--- config.mk ---
export PLATFORM = sky130hd
export DESIGN_NAME = ptc_ctrl_flat
export DESIGN_NICKNAME = d
export VERILOG_FILES = /design/src/rtl/ptc_pkg.sv /design/src/rtl/ptc_if.sv /design/src/rtl/ptc_ctrl.sv /design/src/flat_wrapper.sv
export SDC_FILE = /design/constraint.sdc
export NUM_CORES = 1
export LEC_CHECK = 0
export BUFFER_PORTS_ARGS = -buffer_cell sky130_fd_sc_hd__buf_2
export CAP_MARGIN = 10
export CORE_MARGIN = 10
export CORE_UTILIZATION = 55
export CTS_CLUSTER_DIAMETER = 30
export DETAILED_ROUTE_END_ITERATION = 6
export HOLD_SLACK_MARGIN = 0.1
export PLACE_DENSITY = 0.85
export SYNTH_ARGS = -nofsm -noshare
export SYNTH_HDL_FRONTEND = slang
export SYNTH_SLANG_ARGS = --single-unit
--- constraint.sdc ---
create_clock -name i_clk -period 11.4 [get_ports i_clk]
set_input_delay 2.28 -clock i_clk [delete_from_list [all_inputs] [get_ports i_clk]]
set_output_delay 2.28 -clock i_clk [all_outputs]
set_load 0.01 [all_outputs]
--- src/rtl/ptc_pkg.sv ---
// Shared types and constants of the prefix-code tree decoder.
// No dependencies.
package ptc_pkg;

    localparam int SYM_W    = 8;
    localparam int CODE_W   = 32;
    localparam int LEN_W    = 6;
    localparam int STATUS_W = 2;

    localparam logic FUNC_LOAD   = 1'b0;
    localparam logic FUNC_DECODE = 1'b1;

    localparam logic [STATUS_W-1:0] STATUS_OK      = 2'd0;
    localparam logic [STATUS_W-1:0] STATUS_MISSING = 2'd1;
    localparam logic [STATUS_W-1:0] STATUS_FULL    = 2'd2;

    typedef struct packed {
        logic [STATUS_W-1:0] status;
        logic                symbol_valid;
        logic [SYM_W-1:0]    decoded_symbol;
    } t_result;

endpackage

--- src/rtl/ptc_if.sv ---
// Valid/ready channel interfaces for the input and result transactions.
// Depends on ptc_pkg.
interface ptc_in_if;
    logic                           valid;
    logic                           ready;
    logic                           func;
    logic [ptc_pkg::SYM_W-1:0]      symbol;
    logic [ptc_pkg::CODE_W-1:0]     code_bits;
    logic [ptc_pkg::LEN_W-1:0]      code_length;
    logic                           coded_bit;

    modport source (output valid, func, symbol, code_bits, code_length, coded_bit,
                    input ready);
    modport sink   (input valid, func, symbol, code_bits, code_length, coded_bit,
                    output ready);
endinterface


--- src/rtl/ptc_ctrl.sv ---
// Tree walk sequencer: load walks and node creation, decode steps.
// Depends on ptc_pkg and ptc_if; drives the node-table RAM ports.
module ptc_ctrl #(
    parameter int NODES           = 512,
    parameter int MAX_CODE_LENGTH = 32
) (
    input  logic                                   i_clk,
    input  logic                                   i_rst_n,
    ptc_in_if.sink                                 i_in,
    output logic                                   o_we,
    output logic [$clog2(NODES)-1:0]               o_waddr,
    output logic [2*$clog2(NODES)+2+ptc_pkg::SYM_W-1:0] o_wdata,
    output logic [$clog2(NODES)-1:0]               o_raddr,
    input  logic [2*$clog2(NODES)+2+ptc_pkg::SYM_W-1:0] i_rdata,
    input  logic                                   i_out_free,
    output logic                                   o_done,
    output ptc_pkg::t_result                       o_res
);
    import ptc_pkg::*;

    localparam int IW   = $clog2(NODES);
    localparam int UW   = $clog2(NODES + 1);
    localparam int EW   = 2 * IW + 2 + SYM_W;
    localparam int LP   = IW;
    localparam int RLO  = IW + 1;
    localparam int RP   = 2 * IW + 1;
    localparam int SLO  = 2 * IW + 2;

    localparam logic [3:0] S_IDLE = 4'd0;
    localparam logic [3:0] S_EV   = 4'd1;
    localparam logic [3:0] S_WRP  = 4'd2;
    localparam logic [3:0] S_WRF  = 4'd3;
    localparam logic [3:0] S_DEV  = 4'd4;
    localparam logic [3:0] S_CEV  = 4'd5;
    localparam logic [3:0] S_OUT  = 4'd6;

    logic [3:0]        r_state, n_state;
    logic [IW-1:0]     r_cur, n_cur;
    logic [UW-1:0]     r_used, n_used;
    logic              r_root_wr, n_root_wr;
    logic              r_fresh, n_fresh;
    logic [IW-1:0]     r_node, n_node;
    logic [EW-1:0]     r_ent, n_ent;
    logic              r_func, n_func;
    logic [SYM_W-1:0]  r_sym, n_sym;
    logic [CODE_W-1:0] r_bits, n_bits;
    logic [LEN_W-1:0]  r_len, n_len;
    logic [LEN_W-1:0]  r_i, n_i;
    logic              r_dbit, n_dbit;
    logic              r_dir, n_dir;
    t_result           r_res, n_res;

    logic [EW-1:0]     ent_rd;
    logic              code_bit;
    logic              sel_bit;
    logic              pres;
    logic [IW-1:0]     child;
    logic [IW-1:0]     fresh;
    logic [LEN_W-1:0]  len_clamp;

    assign ent_rd    = (r_fresh || (r_node == '0 && !r_root_wr)) ? '0 : i_rdata;
    assign code_bit  = (r_i < LEN_W'(CODE_W)) ? r_bits[r_i[$clog2(CODE_W)-1:0]] : 1'b0;
    assign sel_bit   = (r_func == FUNC_DECODE) ? r_dbit : code_bit;
    assign pres      = sel_bit ? ent_rd[RP] : ent_rd[LP];
    assign child     = sel_bit ? ent_rd[RP-1:RLO] : ent_rd[IW-1:0];
    assign fresh     = r_used[IW-1:0];
    assign len_clamp = ({1'b0, i_in.code_length} > (LEN_W + 1)'(MAX_CODE_LENGTH))
                       ? LEN_W'(MAX_CODE_LENGTH) : i_in.code_length;

    always_comb begin
        n_state   = r_state;
        n_cur     = r_cur;
        n_used    = r_used;
        n_root_wr = r_root_wr;
        n_fresh   = r_fresh;
        n_node    = r_node;
        n_ent     = r_ent;
        n_func    = r_func;
        n_sym     = r_sym;
        n_bits    = r_bits;
        n_len     = r_len;
        n_i       = r_i;
        n_dbit    = r_dbit;
        n_dir     = r_dir;
        n_res     = r_res;
        o_we      = 1'b0;
        o_waddr   = r_node;
        o_wdata   = r_ent;
        o_raddr   = r_node;
        o_done    = 1'b0;
        i_in.ready = 1'b0;

        unique case (r_state)
            S_IDLE: begin
                i_in.ready = 1'b1;
                if (i_in.func == FUNC_DECODE) begin
                    o_raddr = r_cur;
                end else begin
                    o_raddr = '0;
                end
                if (i_in.valid) begin
                    n_func  = i_in.func;
                    n_sym   = i_in.symbol;
                    n_bits  = i_in.code_bits;
                    n_len   = len_clamp;
                    n_dbit  = i_in.coded_bit;
                    n_i     = '0;
                    n_fresh = 1'b0;
                    n_res   = '0;
                    if (i_in.func == FUNC_DECODE) begin
                        n_node  = r_cur;
                        n_state = S_DEV;
                    end else begin
                        n_node  = '0;
                        n_state = S_EV;
                    end
                end
            end
            S_EV: begin
                n_ent = ent_rd;
                if (r_i == r_len) begin
                    o_we    = 1'b1;
                    o_wdata = {r_sym, ent_rd[SLO-1:0]};
                    if (r_node == '0) begin
                        n_root_wr = 1'b1;
                    end
                    n_res.status = STATUS_OK;
                    n_state      = S_OUT;
                end else if (pres) begin
                    o_raddr = child;
                    n_node  = child;
                    n_i     = r_i + 1'b1;
                    n_fresh = 1'b0;
                end else if (r_used == UW'(NODES)) begin
                    n_res.status = STATUS_FULL;
                    n_state      = S_OUT;
                end else begin
                    n_dir   = code_bit;
                    n_state = S_WRP;
                end
            end
            S_WRP: begin
                o_we = 1'b1;
                if (r_dir) begin
                    o_wdata = {r_ent[EW-1:SLO], 1'b1, fresh, r_ent[LP:0]};
                end else begin
                    o_wdata = {r_ent[EW-1:LP+1], 1'b1, fresh};
                end
                if (r_node == '0) begin
                    n_root_wr = 1'b1;
                end
                n_state = S_WRF;
            end
            S_WRF: begin
                o_we    = 1'b1;
                o_waddr = fresh;
                o_wdata = '0;
                n_node  = fresh;
                n_used  = r_used + 1'b1;
                n_i     = r_i + 1'b1;
                n_fresh = 1'b1;
                n_state = S_EV;
            end
            S_DEV: begin
                if (!pres) begin
                    n_res.status = STATUS_MISSING;
                    n_cur        = '0;
                    n_state      = S_OUT;
                end else begin
                    o_raddr = child;
                    n_node  = child;
                    n_state = S_CEV;
                end
            end
            S_CEV: begin
                if (!ent_rd[LP] && !ent_rd[RP]) begin
                    n_res.symbol_valid   = 1'b1;
                    n_res.decoded_symbol = ent_rd[EW-1:SLO];
                    n_cur                = '0;
                end else begin
                    n_cur = r_node;
                end
                n_state = S_OUT;
            end
            S_OUT: begin
                if (i_out_free) begin
                    o_done  = 1'b1;
                    n_state = S_IDLE;
                end
            end
            default: begin
                n_state = S_IDLE;
            end
        endcase
    end

    always_ff @(posedge i_clk) begin
        if (!i_rst_n) begin
            r_state   <= S_IDLE;
            r_cur     <= '0;
            r_used    <= UW'(1);
            r_root_wr <= 1'b0;
            r_fresh   <= 1'b0;
        end else begin
            r_state   <= n_state;
            r_cur     <= n_cur;
            r_used    <= n_used;
            r_root_wr <= n_root_wr;
            r_fresh   <= n_fresh;
        end
    end

    always_ff @(posedge i_clk) begin
        r_node <= n_node;
        r_ent  <= n_ent;
        r_func <= n_func;
        r_sym  <= n_sym;
        r_bits <= n_bits;
        r_len  <= n_len;
        r_i    <= n_i;
        r_dbit <= n_dbit;
        r_dir  <= n_dir;
        r_res  <= n_res;
    end

    assign o_res = r_res;

endmodule

--- src/flat_wrapper.sv ---
// flat-port wrapper written by rule: the top's interface ports become plain ports
module ptc_ctrl_flat import ptc_pkg::*;
#(
    parameter int NODES           = 512,
    parameter int MAX_CODE_LENGTH = 32
)
  (i_clk, i_rst_n, o_we, o_waddr, o_wdata, o_raddr, i_rdata, i_out_free, o_done, o_res, i_in_valid, i_in_func, i_in_symbol, i_in_code_bits, i_in_code_length, i_in_coded_bit, i_in_ready);
  ptc_in_if i_in_i ();
  input  logic i_clk;
  input  logic i_rst_n;
  output logic o_we;
  output logic [$clog2(NODES)-1:0] o_waddr;
  output logic [2*$clog2(NODES)+2+ptc_pkg::SYM_W-1:0] o_wdata;
  output logic [$clog2(NODES)-1:0] o_raddr;
  input  logic [2*$clog2(NODES)+2+ptc_pkg::SYM_W-1:0] i_rdata;
  input  logic i_out_free;
  output logic o_done;
  output ptc_pkg::t_result o_res;
  input wire logic [$bits(i_in_i.valid)-1:0] i_in_valid;
  input wire logic [$bits(i_in_i.func)-1:0] i_in_func;
  input wire logic [$bits(i_in_i.symbol)-1:0] i_in_symbol;
  input wire logic [$bits(i_in_i.code_bits)-1:0] i_in_code_bits;
  input wire logic [$bits(i_in_i.code_length)-1:0] i_in_code_length;
  input wire logic [$bits(i_in_i.coded_bit)-1:0] i_in_coded_bit;
  output wire logic [$bits(i_in_i.ready)-1:0] i_in_ready;
  assign i_in_i.valid = i_in_valid;
  assign i_in_i.func = i_in_func;
  assign i_in_i.symbol = i_in_symbol;
  assign i_in_i.code_bits = i_in_code_bits;
  assign i_in_i.code_length = i_in_code_length;
  assign i_in_i.coded_bit = i_in_coded_bit;
  assign i_in_ready = i_in_i.ready;
  ptc_ctrl #(.NODES(NODES), .MAX_CODE_LENGTH(MAX_CODE_LENGTH)) u_core (.i_clk(i_clk), .i_rst_n(i_rst_n), .i_in(i_in_i), .o_we(o_we), .o_waddr(o_waddr), .o_wdata(o_wdata), .o_raddr(o_raddr), .i_rdata(i_rdata), .i_out_free(i_out_free), .o_done(o_done), .o_res(o_res));
endmodule
==> out/qor.yml <==
yosysSeqAreaShare_pct: 56.1
fin_util_pct: 67.5
dieWidth_um: 128
syn_nets: 630
ys.flop_type: "edfxtp_1"
wire_per_inst_um: 21.4
grt_pass1_vias: 5211
gp_congestion: 0.914
critPathArrivalTime_ns: 4.45
critPathCaptureType: "primary output"
ctsHoldBuffers: 0
drt_iter0_markers: 762
clockBufferDepth: 2
synthesis.area_um2: 6370
drc_errors: 1
drv_cap: 0
clock_latency_ns: 0.42
syn_area_per_cell_um2: 11.6
path_max_fanout: 17
grt_pass1_wl_um: 27200
antenna_left: 0
cts_num_sinks: 127
post_cts_buffers: 0
fp-row-count: 39
synth_cells: 547
powerDensity_nw_per_um2: 275
first_pass_iters: 7
hold_path.class: "reg -> reg"
status: "complete, but fails checks"
synth_seq_cells: 127
antenna_found_initial: 0
numCtsBuffers: 17
fill_cells: 831
grt_overflow: 0
yosysWarnings: 0
hold_violations: 0
fin_crit_ns: 6.73
path_class: "in -> out"
start_util_pct: 56.0
drt_wl_total_um: 17700
skew_ns: 0.00634
post_cts_resized: 0
slew_viol_final: 0
dp_hpwl_um: 12400
cts-root-buf: "clkbuf_16"
layout.nets: 753
portBuffers: 139
die_h_um: 128
worst_pin_slew_ns: 1.01
grtUsageTotal_pct: 21.0
synth_edf_count: 103
htree_levels: 4
io_pins: 140
vias: 5110
ir_drop_uv: 129
fmax_mhz: 149
r2r_setup_slack_ns: 7.65
max_slew_margin_pct: 33.0
grt_max_degree: 49
violations: "DRC"
finalSetupTns_ns: 0
syn_to_final_growth_pct: 20.6
rsz0062_at_grt: "false"
die-area_um2: 16300
crit_required_ns: 9.12
drive_gt1_share_pct: 29.9
cts_tree: "done"
ys_async_sr_fraction_pct: 0
via_per_inst: 6.18
core_area_um2: 11400
startpoint_type: "primary input"
setup_viol: 0
cellLeakagePower_uw: 0.00315
timing.final.crit_share_pct: 59.0
ys_types: 53
clk_pin_slew_ns: 0.05
-- routing by layer --
| metal | wire length, um | up-vias | GRT usage [%] |
|---|---|---|---|
| li1 | - | 2310 | - |
| met1 | 7130 | 2419 | 26.5 |
| met2 | 8240 | 341 | 32.4 |
| met3 | 1970 | 40 | 7.78 |
| met4 | 360 | 0 | 8.08 |
| met5 | 0 | - | 0 |
-- registers in the layout, indices dropped and copies added, names as in the netlist, 6 cells and up --
signal         cells
u_core.o_res      11
u_core.r_bits     32
u_core.r_cur       9
u_core.r_ent      28
u_core.r_i         6
u_core.r_len       6
u_core.r_node      9
u_core.r_sym       8
u_core.r_used     10
-- cell usage after synthesis, types with 4 or more instances --
cell | count | area [um^2]
a22oi_1 | 27 | 203
a211oi_1 | 8 | 60.1
nand3b_1 | 9 | 67.6
a22o_1 | 26 | 228
buf_2 | 6 | 30.0
xor2_1 | 8 | 70.1
edfxtp_1 | 103 | 3090
and3_1 | 13 | 81.3
o21ai_0 | 23 | 115
dfxtp_1 | 24 | 480
a211o_1 | 9 | 78.8
xnor2_1 | 8 | 70.1
nand4_1 | 4 | 25.0
nor2b_1 | 8 | 50.1
mux2i_1 | 11 | 110
and2_1 | 35 | 219
inv_1 | 29 | 109
nor2_1 | 39 | 146
nor3_1 | 11 | 55.1
mux2_2 | 19 | 214
a221o_1 | 11 | 110
nand2_1 | 24 | 90.1
or3_1 | 4 | 25.0
clkbuf_1 | 26 | 97.6
a21oi_1 | 15 | 75.1
-- worst paths after layout --
kind	from	end	depth (start not counted)
worst max-delay path	i_rdata[19]	o_raddr[2]	7
worst min-delay path	u_core.r_root_wr	u_core.r_root_wr	1
worst max register to register	u_core.r_i[2]	u_core.r_node[2]	7
worst min register to register	u_core.r_root_wr	u_core.r_root_wr	1
-- stage by stage --
stage | instance area [um^2] | cells | hold WS [ns] | worst slack, ns | power [uW]
finish | 7680 | 827 | 0.479 | 4.67 | 2110
global placement | 7100 | 794 | 0.449 | 4.78 | 1540
global route | 7680 | 826 | 0.494 | 4.59 | 2220
CTS | 7680 | 826 | 0.471 | 4.71 | 2110
floorplan | 6370 | 547 | 0.441 | 5.47 | 1320
detailed placement | 7100 | 794 | 0.455 | 4.73 | 1570
-- area by class of cell --
type / count / area, um^2 / share of cell area (%)
Clock inverter: 12 / 144 / 1.87
Tap cell: 143 / 179 / 2.33
Multi-Input combinational cell: 351 / 2500 / 32.6
Sequential cell: 127 / 3570 / 46.5
Timing Repair Buffer: 144 / 733 / 9.55
Antenna cell: 1 / 2.50 / 0.0326
Clock buffer: 20 / 437 / 5.69
Inverter: 29 / 109 / 1.42
-- worst max-delay path, stage by stage --
cell      delay [ns]
buf_2           0.14
mux2_2          0.27
a22o_1          0.21
a221oi_4        0.70
o21a_1          0.47
a221o_1         0.23
buf_2           0.15
-- kinds of logic after synthesis --
logic type / share of synthesized area (%)
buf+inv: 4.66
compound gates: 17.1
flops: 56.1
mux: 6.15
fa+ha+maj: 0.590
xor+xnor: 2.20
simple gates: 13.1
-- cell usage in the layout, fill, tap and decap left out, drive strengths merged, types with 8 or more instances in the layout --
cell | netlist | routed
a211o | 9 | 9
a211oi | 9 | 9
a21oi | 15 | 15
a221o | 11 | 11
a22o | 26 | 26
a22oi | 27 | 27
and2 | 35 | 35
and3 | 13 | 13
buf | 14 | 144
clkbuf | 26 | 20
clkinv | 0 | 8
dfxtp | 24 | 24
edfxtp | 103 | 103
inv | 29 | 29
mux2 | 19 | 19
mux2i | 11 | 11
nand2 | 24 | 24
nand3b | 9 | 9
nor2 | 39 | 39
nor2b | 8 | 8
nor3 | 11 | 11
o21ai | 25 | 25
xnor2 | 8 | 8
xor2 | 8 | 8
-- report_power, final --
| part | leakage, uW | internal (uW) | switching (uW) |
|---|---|---|---|
| registers | 0.00118 | 701 | 125 |
| clock network | 0.000285 | 341 | 195 |
| logic | 0.00168 | 299 | 453 |
No activity file was read; power rests on OpenSTA's default activity.
